[src/hdl/assert_macros.svh]
// ---------------------------------------------------------------------------
// Assertion macros
// Shared concurrent assertion forms for the MVC atom locator.
// ---------------------------------------------------------------------------
`ifndef ASSERT_MACROS_SVH
`define ASSERT_MACROS_SVH

// antecedent implies consequent in the same cycle
`define ASSERT_SAME(lbl, clk, rst_n, ante, cons) \
    lbl: assert property (@(posedge clk) disable iff (!rst_n) (ante) |-> (cons)) \
        else $error("assertion failed: same-cycle implication");

// antecedent implies consequent in the next cycle
`define ASSERT_NEXT(lbl, clk, rst_n, ante, cons) \
    lbl: assert property (@(posedge clk) disable iff (!rst_n) (ante) |=> (cons)) \
        else $error("assertion failed: next-cycle implication");

`endif

[src/hdl/mvcl_pkg.sv]
// ---------------------------------------------------------------------------
// MVC atom locator package
// Constants and types shared by the locator modules.
// ---------------------------------------------------------------------------
package mvcl_pkg;

    localparam int          WIN_W       = 64;
    localparam logic [31:0] TAG_WORD    = 32'h6D76_6343;
    localparam int          MIN_REMAIN  = 14;
    localparam int          MIN_TAG_POS = 8;
    localparam int          ATOM_BACK   = 7;
    localparam int          MIN_BYTES   = 4;
    localparam int          SIZE_PAD    = 4;
    localparam logic [7:0]  VERSION_VAL = 8'd1;
    localparam int          LEN_W       = 16;
    localparam int          SUM_W       = 34;
    localparam int          OUT_DATA_W  = 40;

    typedef struct packed {
        logic             too_long;
        logic [LEN_W-1:0] payload_length;
        logic [LEN_W-1:0] payload_offset;
        logic             found;
    } mvcl_result_t;

endpackage

[src/hdl/mvc_config_atom_locator.sv]
// ---------------------------------------------------------------------------
// MVC configuration atom locator
// Scans an extradata blob byte by byte and reports where the mvcC record is.
// ---------------------------------------------------------------------------
// channel  | direction | tdata                                     | side
// s_axis   | in        | [7:0] data_byte                           | tlast = last
// m_axis   | out       | [0] found [16:1] offset [32:17] length    | none
//          |           | [33] too_long, [39:34] zero               |
//
// One byte per cycle sustained while the output is not stalled; each item passes
// an input register and then the scan state update into the output register.
// A result is emitted only for the item carrying tlast.
// Reset clears the scan state; the state also returns to reset after each blob.
// A stalled result holds in the output register while one more byte waits in
// the input register.
// ---------------------------------------------------------------------------
module mvc_config_atom_locator
    import mvcl_pkg::*;
#(
    parameter longint unsigned MAX_LEN = 65535
)
(
    input  logic                  clk,
    input  logic                  rst_n,
    input  logic                  s_tvalid,
    output logic                  s_tready,
    input  logic [7:0]            s_tdata,   // [7:0] data_byte
    input  logic                  s_tlast,
    output logic                  m_tvalid,
    input  logic                  m_tready,
    output logic [OUT_DATA_W-1:0] m_tdata    // found, payload_offset,
                                             // payload_length, too_long, pad
);

    localparam int CNT_W = $clog2(MAX_LEN + 1);

    logic         in_valid_reg;
    logic [7:0]   in_byte_reg;
    logic         in_last_reg;
    logic         out_valid_reg;
    mvcl_result_t out_result_reg;
    mvcl_result_t step_result;
    logic         advance;
    logic         step_en;

    assign advance  = !out_valid_reg || m_tready;
    assign step_en  = in_valid_reg && advance;
    assign s_tready = !in_valid_reg || advance;

    mvcl_tracker #(
        .MAX_LEN (MAX_LEN),
        .CNT_W   (CNT_W)
    ) u_tracker (
        .clk       (clk),
        .rst_n     (rst_n),
        .step_en   (step_en),
        .data_byte (in_byte_reg),
        .last      (in_last_reg),
        .result    (step_result)
    );

    always_ff @(posedge clk or negedge rst_n)
    begin
        if (!rst_n)
        begin
            in_valid_reg  <= 1'b0;
            out_valid_reg <= 1'b0;
        end
        else
        begin
            if (s_tready)
            begin
                in_valid_reg <= s_tvalid;
            end
            if (advance)
            begin
                out_valid_reg <= step_en && in_last_reg;
            end
        end
    end

    always_ff @(posedge clk)
    begin
        if (s_tvalid && s_tready)
        begin
            in_byte_reg <= s_tdata;
            in_last_reg <= s_tlast;
        end
        if (step_en && in_last_reg)
        begin
            out_result_reg <= step_result;
        end
    end

    assign m_tvalid = out_valid_reg;
    assign m_tdata  = {(OUT_DATA_W - $bits(mvcl_result_t))'(0), out_result_reg};

`include "assert_macros.svh"

    `ASSERT_NEXT(a_result_loaded, clk, rst_n, step_en && in_last_reg, m_tvalid)
    `ASSERT_NEXT(a_no_spurious, clk, rst_n, !m_tvalid && !(step_en && in_last_reg), !m_tvalid)
    `ASSERT_SAME(a_accept_room, clk, rst_n, in_valid_reg && !advance, !s_tready)

endmodule

[src/hdl/mvcl_tracker.sv]
// ---------------------------------------------------------------------------
// MVC atom tracker
// Per-blob scan state and the end-of-blob check, one byte per step.
// ---------------------------------------------------------------------------
module mvcl_tracker
    import mvcl_pkg::*;
#(
    parameter longint unsigned MAX_LEN = 65535,
    parameter int              CNT_W   = 16
)
(
    input  logic         clk,
    input  logic         rst_n,
    input  logic         step_en,
    input  logic [7:0]   data_byte,
    input  logic         last,
    output mvcl_result_t result
);

    logic [WIN_W-1:0] byte_window_reg, byte_window_next;
    logic [CNT_W-1:0] byte_count_reg, byte_count_next;
    logic             first_byte_ok_reg, first_byte_ok_next;
    logic             tag_seen_reg, tag_seen_next;
    logic [CNT_W-1:0] tag_position_reg, tag_position_next;
    logic [31:0]      atom_size_reg, atom_size_next;
    logic             version_byte_ok_reg, version_byte_ok_next;
    logic             overflowed_reg, overflowed_next;

    logic [CNT_W:0]   pos_plus1;
    logic [SUM_W-1:0] remain;
    logic [SUM_W-1:0] size_sum;
    logic [CNT_W-1:0] len_full;
    logic             ok_pre;

    always_comb
    begin
        byte_window_next     = byte_window_reg;
        byte_count_next      = byte_count_reg;
        first_byte_ok_next   = first_byte_ok_reg;
        tag_seen_next        = tag_seen_reg;
        tag_position_next    = tag_position_reg;
        atom_size_next       = atom_size_reg;
        version_byte_ok_next = version_byte_ok_reg;
        overflowed_next      = overflowed_reg;
        pos_plus1            = {1'b0, tag_position_reg} + (CNT_W+1)'(1);

        if (!overflowed_reg)
        begin
            if (byte_count_reg >= CNT_W'(MAX_LEN))
            begin
                overflowed_next = 1'b1;
            end
            else
            begin
                if (byte_count_reg == '0)
                begin
                    first_byte_ok_next = (data_byte == VERSION_VAL);
                end
                byte_window_next = {byte_window_reg[WIN_W-9:0], data_byte};
                if (!tag_seen_reg && byte_window_next[31:0] == TAG_WORD)
                begin
                    tag_seen_next     = 1'b1;
                    tag_position_next = byte_count_reg;
                    atom_size_next    = byte_window_next[63:32];
                end
                else if (tag_seen_reg && {1'b0, byte_count_reg} == pos_plus1)
                begin
                    version_byte_ok_next = (data_byte == VERSION_VAL);
                end
                byte_count_next = byte_count_reg + CNT_W'(1);
            end
        end
    end

    // end-of-blob check on the updated state
    always_comb
    begin
        remain   = SUM_W'(byte_count_next) - SUM_W'(tag_position_next)
                   + SUM_W'(ATOM_BACK);
        size_sum = SUM_W'(atom_size_next) + SUM_W'(SIZE_PAD);
        len_full = byte_count_next - tag_position_next - CNT_W'(1);
        ok_pre   = !overflowed_next && first_byte_ok_next && tag_seen_next
                   && (byte_count_next > CNT_W'(MIN_BYTES))
                   && (tag_position_next >= CNT_W'(MIN_TAG_POS));

        result.found          = ok_pre && (remain >= SUM_W'(MIN_REMAIN))
                                && (size_sum <= remain) && version_byte_ok_next;
        result.payload_offset = result.found
                                ? LEN_W'(tag_position_next + CNT_W'(1)) : '0;
        result.payload_length = result.found ? LEN_W'(len_full) : '0;
        result.too_long       = overflowed_next;
    end

    always_ff @(posedge clk or negedge rst_n)
    begin
        if (!rst_n)
        begin
            byte_window_reg     <= '1;
            byte_count_reg      <= '0;
            first_byte_ok_reg   <= 1'b0;
            tag_seen_reg        <= 1'b0;
            tag_position_reg    <= '0;
            atom_size_reg       <= '0;
            version_byte_ok_reg <= 1'b0;
            overflowed_reg      <= 1'b0;
        end
        else if (step_en)
        begin
            if (last)
            begin
                byte_window_reg     <= '1;
                byte_count_reg      <= '0;
                first_byte_ok_reg   <= 1'b0;
                tag_seen_reg        <= 1'b0;
                tag_position_reg    <= '0;
                atom_size_reg       <= '0;
                version_byte_ok_reg <= 1'b0;
                overflowed_reg      <= 1'b0;
            end
            else
            begin
                byte_window_reg     <= byte_window_next;
                byte_count_reg      <= byte_count_next;
                first_byte_ok_reg   <= first_byte_ok_next;
                tag_seen_reg        <= tag_seen_next;
                tag_position_reg    <= tag_position_next;
                atom_size_reg       <= atom_size_next;
                version_byte_ok_reg <= version_byte_ok_next;
                overflowed_reg      <= overflowed_next;
            end
        end
    end

`include "assert_macros.svh"

    `ASSERT_NEXT(a_clear_after_last, clk, rst_n, step_en && last, byte_count_reg == '0 && !tag_seen_reg && !overflowed_reg)
    `ASSERT_SAME(a_tag_not_early, clk, rst_n, tag_seen_reg, tag_position_reg >= CNT_W'(3))
    `ASSERT_SAME(a_count_bound, clk, rst_n, 1'b1, byte_count_reg <= CNT_W'(MAX_LEN))
    `ASSERT_SAME(a_found_excl, clk, rst_n, result.found, !result.too_long)

endmodule

[config.mk]
export PLATFORM = sky130hd
export DESIGN_NAME = mvc_config_atom_locator
export DESIGN_NICKNAME = d
export VERILOG_FILES = /design/src/hdl/mvcl_pkg.sv /design/src/hdl/mvc_config_atom_locator.sv /design/src/hdl/mvcl_tracker.sv
export VERILOG_INCLUDE_DIRS = /design/src /design/src/hdl
export SDC_FILE = /design/constraint.sdc
export NUM_CORES = 1
export LEC_CHECK = 0
export BUFFER_PORTS_ARGS = -buffer_cell sky130_fd_sc_hd__buf_4
export CAP_MARGIN = 20
export CORE_MARGIN = 2
export CORE_UTILIZATION = 30
export CTS_BUF_LIST = sky130_fd_sc_hd__clkbuf_4
export DETAILED_ROUTE_END_ITERATION = 10
export GPL_ROUTABILITY_DRIVEN = 0
export GPL_TIMING_DRIVEN = 0
export MAX_ROUTING_LAYER = met4
export PLACE_DENSITY = 0.57
export RECOVER_POWER = 25
export SLEW_MARGIN = 15
export SYNTH_ARGS = -nofsm -noshare
export SYNTH_HDL_FRONTEND = slang
export SYNTH_SLANG_ARGS = --single-unit
[constraint.sdc]
create_clock -name clk -period 18.85 [get_ports clk]
set_input_delay 0.9425 -clock clk [delete_from_list [all_inputs] [get_ports clk]]
set_output_delay 0.9425 -clock clk [all_outputs]
set_load 0.01 [all_outputs]
==> results of run 1 <==
[per-stage QoR]
stage	util	area, µm²	cells
3_5_place_dp	0.331	13500	2041
4_1_cts	0.338	13800	2073
6_report	0.338	13800	2076
5_1_grt	0.338	13800	2076
3_3_place_gp	0.330	13500	2040
2_1_floorplan	-	12500	1460
[layer usage]
metal | wire length, µm | track usage
met5 | 0 | -
met2 | 18300 | 0.296
met4 | 1000 | 0.0631
met1 | 18500 | 0.260
met3 | 2710 | 0.0337
[layout by cell type, fill, tap and decap left out, drive strengths merged, types with 11 or more instances in the layout]
cell and count:
mux2i 39, o21a 11, inv 35, a211oi 12, xor2 53, a21o 27
nor3 61, a31oi 14, nor4 18, dfstp 56, nand4 26, buf 70
clkbuf 97, a22oi 29, nand3 98, ha 56, nand2 231, a21oi 60
xnor2 62, edfxtp 43, dfrtp 70, nand2b 11, and3 20, nor2 75
o21ai 84, nor2b 14
[power breakdown]
group	leakage [µW]	internal, µW	switching (µW)
registers	0.00196	429	38.6
logic	0.00330	148	240
clock network	0.000172	96.9	141
total	0.00543	674	420
[worst max-delay path, delay by kind of cell (launching register included)]
kind,cells,cell delay [ns]
AND/OR/NAND/NOR,13,4.21
multiplexers,1,0.51
XOR/XNOR,1,0.28
buffers and inverters,7,3.25
flip-flops,1,0.58
AO/OA/AOI/OAI,7,2.03
adder cells (fa/ha/maj),3,1.06
[final cells by class]
type / count / area, µm²
fill: 4294 / 27100
inverter: 28 / 105
antenna: 2 / 5.00
sequential: 169 / 4510
clock buffer: 19 / 143
clock inverter: 13 / 164
tap: 532 / 666
timing repair buffer: 50 / 365
buffer: 98 / 412
multi-input combinational: 1165 / 7440
[path summary, 6_finish.rpt]
path	start	endpoint	slack [ns]
setup / recovery	u_tracker.byte_window_reg[1]	m_tdata[15]	6.65
hold / removal	u_tracker.byte_window_reg[14]	u_tracker.byte_window_reg[22]	0.48
setup reg to reg	u_tracker.byte_window_reg[1]	m_tdata[15]	6.65
hold reg to reg	u_tracker.byte_window_reg[14]	u_tracker.byte_window_reg[22]	0.48
max in group asynchronous	rst_n	u_tracker.atom_size_reg[19]	12.30
min in group asynchronous	rst_n	u_tracker.tag_position_reg[12]	1.09
[logic make-up after synthesis]
group / synth area share
AND/OR/NAND/NOR: 0.243
AO/OA/AOI/OAI: 0.180
flip-flops: 0.363
buffers and inverters: 0.0415
XOR/XNOR: 0.0815
adder cells (fa/ha/maj): 0.0579
multiplexers: 0.0332
other: 0.000301
==> qor.txt, run 1 <==
CTS tree -> done
Max Slew Vio Count -> 129
Drt wl/cell -> 19.5 µm
Setup slack at placement -> 6.94 ns
Mapped cell area -> 12500 µm²
# hold bufs at CTS -> 0
Core Box Area -> 40900 µm²
Pwr dens -> 79.2 nW/µm²
Root Buffer -> clkbuf_4
Ys Warns -> 0
Post-synth top area cell -> dfrtp_1
IO Port Bufs -> 48
Synth area leaders -> dfrtp_1 (14%), dfstp_2 (12%), edfxtp_1 (10%)
CP Capture Type -> flip-flop
TritonCTS buffer count -> 17
Starting DRC count in detailed routing -> 1087
Period utilization -> 0.647
Final setup vio count -> 0
FFs w/ async S/R, synth -> 0.746
Max VDD drop -> 0.0451 mV
Clock Sinks -> 169
Post-CTS Resized -> 0
Total of max-cap violations -> 2
Syn_area_per_cell -> 8.56 µm²
Clock Skew -> 0.0357 ns
Worst hold slack -> 0.477 ns
Setup Buffers After CTS -> 0
Die area -> 43100 µm²
CP Launch Type -> flip-flop
Register area share after synthesis -> 0.363
Post-DRT Antenna Nets -> 0
I/O Pins -> 55
Worst Tran Pin Value -> 4.65 ns
TNS Setup -> 0 ns
Yosys cell types -> 83
First-pass DRT Iterations -> 6
Most numerous cell in the Yosys netlist -> nand2_1
Seq cells post-synth -> 169
Leakage -> 0.00543 µW
Synth top area share -> 0.141
Worst setup margin -> 6.65 ns
Crit path max fanout -> 10
Nets -> 1599
Worst-path clk slew -> 0.17 ns
Initial Utilization -> 0.304
Vias/cell -> 5.61
Final WL -> 40400 µm
Cells on Worst Hold Path -> 2
Reg2Reg Depth -> 32
Worst relative slew slack -> -2.10
Global route overflow -> 0
Cell Rows -> 74
Max H-tree Level -> 4
Final Hold Vio Count -> 0
Critical path type -> reg2reg
Required time of the critical path -> 19.23 ns
Post-route DRC -> 0
DP Wirelength -> 31100 µm
Syn-to-layout area delta -> 10.9%
First-pass GRT wire length -> 64000 µm
Number of enable flip-flop cells after synthesis -> 43
HP Class -> reg2reg
Gr usage total -> 0.194
CP max stage delay -> 0.76 ns
Max Clk Rate -> 0.0820 GHz
Die H -> 208 µm
CTS Buffer Depth -> 2
Post-Syn Instances -> 1455
Die Width -> 208 µm
Max reg flops -> 56
Crit-path slowest cell -> buf_1
Outcome -> finished with violations
Arr. time, crit path -> 12.58 ns
Top FF cell, synth -> dfrtp_1
Via count -> 11640
Share of layout cells above drive strength 1 -> 0.114
Vias in the first global route -> 11114
Initial antenna violation count -> 2
Failing checks -> capacitance limit, slew limit
Post-synth top cells -> nand2_1 (231), nand3_1 (98), o21ai_0 (81), nor2_1 (75), dfrtp_1 (70)
Largest net degree at the start of global routing -> 88
Final worst path period need -> 12.20 ns
Tot Pwr -> 1090 µW
Clk_lat worst skew -> 0.66 ns
RSZ-0062 raised after global routing -> false
No activity file was read; power rests on OpenSTA's default activity.
==> run 2: changes to the inputs <==
Clock period 18.85 ns to 11.6 ns, I/O delays scaled along.
==> run 2 against run 1 <==
The flow still finishes with violations (capacitance limit, slew limit). Clock power rose by 63%. Sequential share of layout area fell by 0.074 points. Register-to-register slack got worse by 5.9 ns. Critical endpoint unchanged. First-iteration DRC count rose by 2.5%. Hold slack got worse by 0.36 ns. Total power rose by 63%. Combinational power rose by 62%. Maximum frequency rose by 12%. Critical path depth rose by 3. Utilization rose by 0.076 points.
==> qor.txt, run 2 (synthesis gave the netlist of run 1 again) <==
Arr. time, crit path -> 11.36 ns
Vias in the first global route -> 11121
Core Box Area -> 40900 µm²
IO Port Bufs -> 48
Clk_lat worst skew -> 0.66 ns
Post-DRT Antenna Nets -> 0
Outcome -> finished with violations
Max Slew Vio Count -> 129
Worst-path clk slew -> 0.15 ns
Syn-to-layout area delta -> 11.2%
Via count -> 11577
First-pass GRT wire length -> 63700 µm
Die area -> 43100 µm²
Worst relative slew slack -> -2.11
Worst Tran Pin Value -> 4.67 ns
Clock Sinks -> 169
Final WL -> 40200 µm
Initial antenna violation count -> 2
Nets -> 1599
Final Hold Vio Count -> 0
Max reg flops -> 56
Vias/cell -> 5.57
Initial Utilization -> 0.304
Leakage -> 0.00546 µW
Total of max-cap violations -> 2
First-pass DRT Iterations -> 5
Max H-tree Level -> 4
HP Class -> in2reg
Commonest non-fill, non-tap cell in the layout -> nand2_1
Final setup vio count -> 0
CTS tree -> done
CP max stage delay -> 0.75 ns
Setup slack at placement -> -0.309 ns
Worst setup margin -> 0.706 ns
Max Clk Rate -> 0.0918 GHz
DP Wirelength -> 31100 µm
Die Width -> 208 µm
Crit path max fanout -> 19
Worst hold slack -> 0.114 ns
Most frequent cells in the layout -> nand2_1 (231), nand3_1 (98), o21ai_0 (81), nor2_1 (75), dfrtp_1 (70)
Global route overflow -> 0
Final worst path period need -> 10.89 ns
Cell Rows -> 74
Pwr dens -> 128 nW/µm²
Crit-path slowest cell -> clkdlybuf4s15_1
Max VDD drop -> 0.0732 mV
CP Capture Type -> flip-flop
CTS Buffer Depth -> 2
Required time of the critical path -> 12.06 ns
Post-route DRC -> 0
Die H -> 208 µm
Clock Skew -> 0.0364 ns
Period utilization -> 0.939
Largest net degree at the start of global routing -> 88
Drt wl/cell -> 19.4 µm
Share of layout cells above drive strength 1 -> 0.115
Root Buffer -> clkbuf_4
Most frequent CP cell -> a21o_1
RSZ-0062 raised after global routing -> false
Critical path type -> reg2reg
TritonCTS buffer count -> 17
Starting DRC count in detailed routing -> 1114
Gr usage total -> 0.192
Failing checks -> capacitance limit, slew limit
CP Launch Type -> flip-flop
Final Util -> 0.338
I/O Pins -> 55
## run 2: critical path, delay by kind of cell, from the launching register on
family	cells	cell delay, ns
xor+xnor	2	0.68
mux	1	0.47
compound gates	12	2.95
fa+ha+maj	2	0.61
simple gates	10	2.87
flops	1	0.58
buf+inv	8	2.53
## run 2: area by class of cell
type / count / area [µm²]
Antenna cell: 3 / 7.51
Buffer: 97 / 415
Clock buffer: 19 / 143
Clock inverter: 13 / 164
Fill cell: 4289 / 27100
Inverter: 28 / 105
Multi-Input combinational cell: 1165 / 7450
Sequential cell: 169 / 4510
Tap cell: 532 / 666
Timing Repair Buffer: 51 / 375
## run 2: metrics by stage
step | TNS (ns) | instance area, µm² | power [µW] | std cells
2_1_floorplan | 0 | 12500 | 1200 | 1460
3_5_place_dp | -7.66 | 13500 | 1390 | 2041
3_3_place_gp | -9.12 | 13500 | 1380 | 2040
6_report | 0 | 13800 | 1780 | 2077
4_1_cts | 0 | 13800 | 1780 | 2073
5_1_grt | 0 | 13800 | 1900 | 2077
## run 2: path summary, 6_finish.rpt
kind / start / endpoint / slack, ns / depth (start not counted)
hold reg to reg: u_tracker.byte_window_reg[14] / u_tracker.byte_window_reg[22] / 0.48 / 2
setup reg to reg: u_tracker.byte_window_reg[1] / m_tdata[15] / 0.71 / 35
setup / recovery: u_tracker.byte_window_reg[1] / m_tdata[15] / 0.71 / 35
hold / removal: s_tdata[6] / in_byte_reg[6] / 0.11 / 1
min in group asynchronous: rst_n / u_tracker.tag_position_reg[13] / 1.29 / 2
max in group asynchronous: rst_n / in_valid_reg / 4.83 / 3
## run 2: timing repair
item                                    CTS  global route
endpoints found under the setup margin   33            33
hold endpoints to repair                 35             0
buffers inserted                          0             0
pin swaps                                 0             0
resized for setup                         1             4
hold buffers                              1             0
## run 2: power by group
part | switching [µW] | leakage, µW | total (µW) | internal (µW)
sequential | 62.7 | 0.00196 | 760 | 698
combinational | 390 | 0.00333 | 630 | 240
clock | 230 | 0.000172 | 387 | 157
total | 682 | 0.00546 | 1780 | 1100
## run 2: per-layer routing
metal  global-route usage  part of all wire  vias up
met1                0.257              0.45     5615
met4               0.0545             0.021        0
met3               0.0369             0.069       65
met5                    -                 0        -
met2                0.297              0.46      440
li1                     -                 -     5457
==> run 3: changes to the inputs <==
Settings changed: SYNTH_HIERARCHICAL from default to 1.
==> run 3 against run 2 <==
The run still ends with capacitance limit, slew limit left. Flip-flop and latch count unchanged. Die area decreased by 0.49%. Sequential power increased by 2%. Hold slack improved by 0.0067 ns. Critical path type unchanged. Largest power group is now combinational cells. Highest routed layer unchanged.
==> qor.txt, run 3 <==
Nets -> 1503
Clock Sinks -> 169
Crit path max fanout -> 11
Critical path type -> reg2reg
Total of max-cap violations -> 2
Post-route DRC -> 0
Vias/cell -> 5.55
Syn_area_per_cell -> 9.12 µm²
Max Clk Rate -> 0.105 GHz
CTS Buffer Depth -> 2
Max H-tree Level -> 4
Leakage -> 0.00514 µW
Sequential share of power -> 0.283
RSZ-0062 raised after global routing -> false
Gr usage total -> 0.186
Post-Syn Instances -> 1358
Crit path buffers/inverters -> 7
Failing checks -> capacitance limit, slew limit
Non-Filler Instances -> 1979
Most frequent CP cell -> clkbuf_1
Register area -> 4510 µm²
Uppermost layer routed -> met4
CTS tree -> done
First-pass DRT Iterations -> 5
Placed cells -> 1945
Initial Utilization -> 0.303
Die H -> 207 µm
Period utilization -> 0.823
Core Box Area -> 40800 µm²
HP Class -> in2reg
DP Wirelength -> 29500 µm
TritonCTS buffer count -> 17
Worst Tran Pin Value -> 4.47 ns
Die Width -> 207 µm
Yosys cell types -> 88
Power share of the combinational group -> 0.580
Clock Skew -> 0.0514 ns
CP Launch Type -> flip-flop
Global route overflow -> 0
FFs w/ async S/R, synth -> 0.746
Crit-path slowest cell -> clkbuf_1
Initial antenna violation count -> 1
Pwr dens -> 199 nW/µm²
Switching Fraction -> 0.476
Syn-to-layout area delta -> 11.1%
Drt wl/cell -> 19.7 µm
Max reg flops -> 56
Post-synth top area cell -> dfrtp_1
Required time of the critical path -> 12.08 ns
Ys Warns -> 6
WL met2 -> 18000 µm
Cell Rows -> 74
Seq cells post-synth -> 169
Most frequent cells in the layout -> inv_1 (92), xnor2_1 (91), a21oi_1 (81), nor2_1 (73), dfrtp_1 (70)
Commonest non-fill, non-tap cell in the layout -> inv_1
Post-DRT Antenna Nets -> 0
Mapped cell area -> 12400 µm²
Sw power -> 1310 µW
Via count -> 10982
Metal3 WL -> 2070 µm
Largest net degree at the start of global routing -> 83
Worst-path clk slew -> 0.18 ns
Max Slew Vio Count -> 129
Most numerous cell in the Yosys netlist -> inv_1
Synth top area share -> 0.141
CP max stage delay -> 0.80 ns
Root Buffer -> clkbuf_4
First-pass GRT wire length -> 61700 µm
Final instance area -> 13800 µm²
Fill cell count -> 4229
Area of the multi-input gates -> 7130 µm²
Final Hold Vio Count -> 0
M1 wire length -> 17900 µm
IO Port Bufs -> 48
Final worst path period need -> 9.55 ns
Final setup vio count -> 0
Outcome -> finished with violations
Kind of cell adding the most delay to the critical path -> buffers and inverters
Cell internal pwr -> 1440 µW
I/O Pins -> 55
Worst relative slew slack -> -1.98
Final Util -> 0.337
Vias in the first global route -> 10682
Synth area leaders -> dfrtp_1 (14%), dfstp_2 (12%), edfxtp_1 (10%)
Share of layout cells above drive strength 1 -> 0.154
Post-synth top cells -> inv_1 (92), xnor2_1 (91), a21oi_1 (81), nor2_1 (73), dfrtp_1 (70)
Register area share after synthesis -> 0.364
Top FF cell, synth -> dfrtp_1
Number of enable flip-flop cells after synthesis -> 43
Starting DRC count in detailed routing -> 898
Arr. time, crit path -> 10.03 ns
Max VDD drop -> 0.109 mV
Die area -> 42900 µm²
Final WL -> 39000 µm
TNS Setup -> 0 ns
Post-Place Cell Area -> 13500 µm²
Clock share of power -> 0.137
CP Capture Type -> flip-flop
Clk_lat worst skew -> 0.66 ns
==> run 3: power by group through the flow <==
stage	combinational [µW]	sequential, µW	clock, µW
floorplan	1190	763	0
global placement	1530	782	0
detailed placement	1560	785	0
CTS	1570	773	390
global route	1760	786	410
finish	1590	776	376
==> run 3: layout make-up <==
class / count / share of cell area
clock buffer: 17 / 0.00927
sequential: 169 / 0.328
timing repair buffer: 51 / 0.0284
tap: 532 / 0.0484
inverter: 96 / 0.0262
clock inverter: 15 / 0.0128
buffer: 86 / 0.0293
antenna: 1 / 0.000182
multi-input combinational: 1012 / 0.518
==> run 3: final timing paths <==
path                                             start                            end  slack [ns]  cells past startpoint
min in group asynchronous                        rst_n    u_tracker/atom_size_reg[29]        1.29                      2
setup reg to reg           u_tracker/byte_count_reg[1]                    m_tdata[27]        2.05                     32
hold reg to reg                         in_byte_reg[3]   u_tracker/byte_window_reg[3]        0.51                      1
max in group asynchronous                        rst_n  u_tracker/tag_position_reg[6]        5.00                      3
hold / removal                                 s_tlast                    in_last_reg        0.12                      1
setup / recovery           u_tracker/byte_count_reg[1]                    m_tdata[27]        2.05                     32
==> run 3: worst reg2reg max path, delay by kind of cell (launching register included) <==
family          cells  cell delay (ns)
compound gates     12             2.51
fa+ha+maj           3             1.24
buf+inv             7             3.24
flops               1             0.54
simple gates       10             1.87
==> run 3: stage by stage <==
| step | setup WS [ns] | power [µW] | hold WS, ns |
|---|---|---|---|
| after floorplan | 4.31 | 1950 | 0.284 |
| after global placement | 2.39 | 2310 | 0.483 |
| after detailed placement | 2.28 | 2350 | 0.486 |
| after CTS | 2.15 | 2740 | 0.0376 |
| after global routing | 1.63 | 2960 | 0.0698 |
| final | 2.05 | 2740 | 0.121 |
==> run 3: cells by family after synthesis <==
kind of cell             Yosys count  synth area share
AND/OR/NAND/NOR                  427             0.189
flip-flops                       169             0.364
XOR/XNOR                         135            0.0954
adder cells (fa/ha/maj)           57            0.0582
buffers and inverters            182            0.0616
multiplexers                      24            0.0201
AO/OA/AOI/OAI                    363             0.211
other                              1          0.000303
==> run 3: timing repair <==
item,4_1_cts,5_1_grt
endpoints found under the hold margin,22,0
buffers inserted,0,0
resized for setup,0,0
hold buffers,1,0
==> run 3: metal layers <==
metal	global-route usage	up-vias
li1	-	5127
met3	0.0210	62
met5	-	-
met4	0.0613	0
met2	0.293	426
met1	0.249	5367
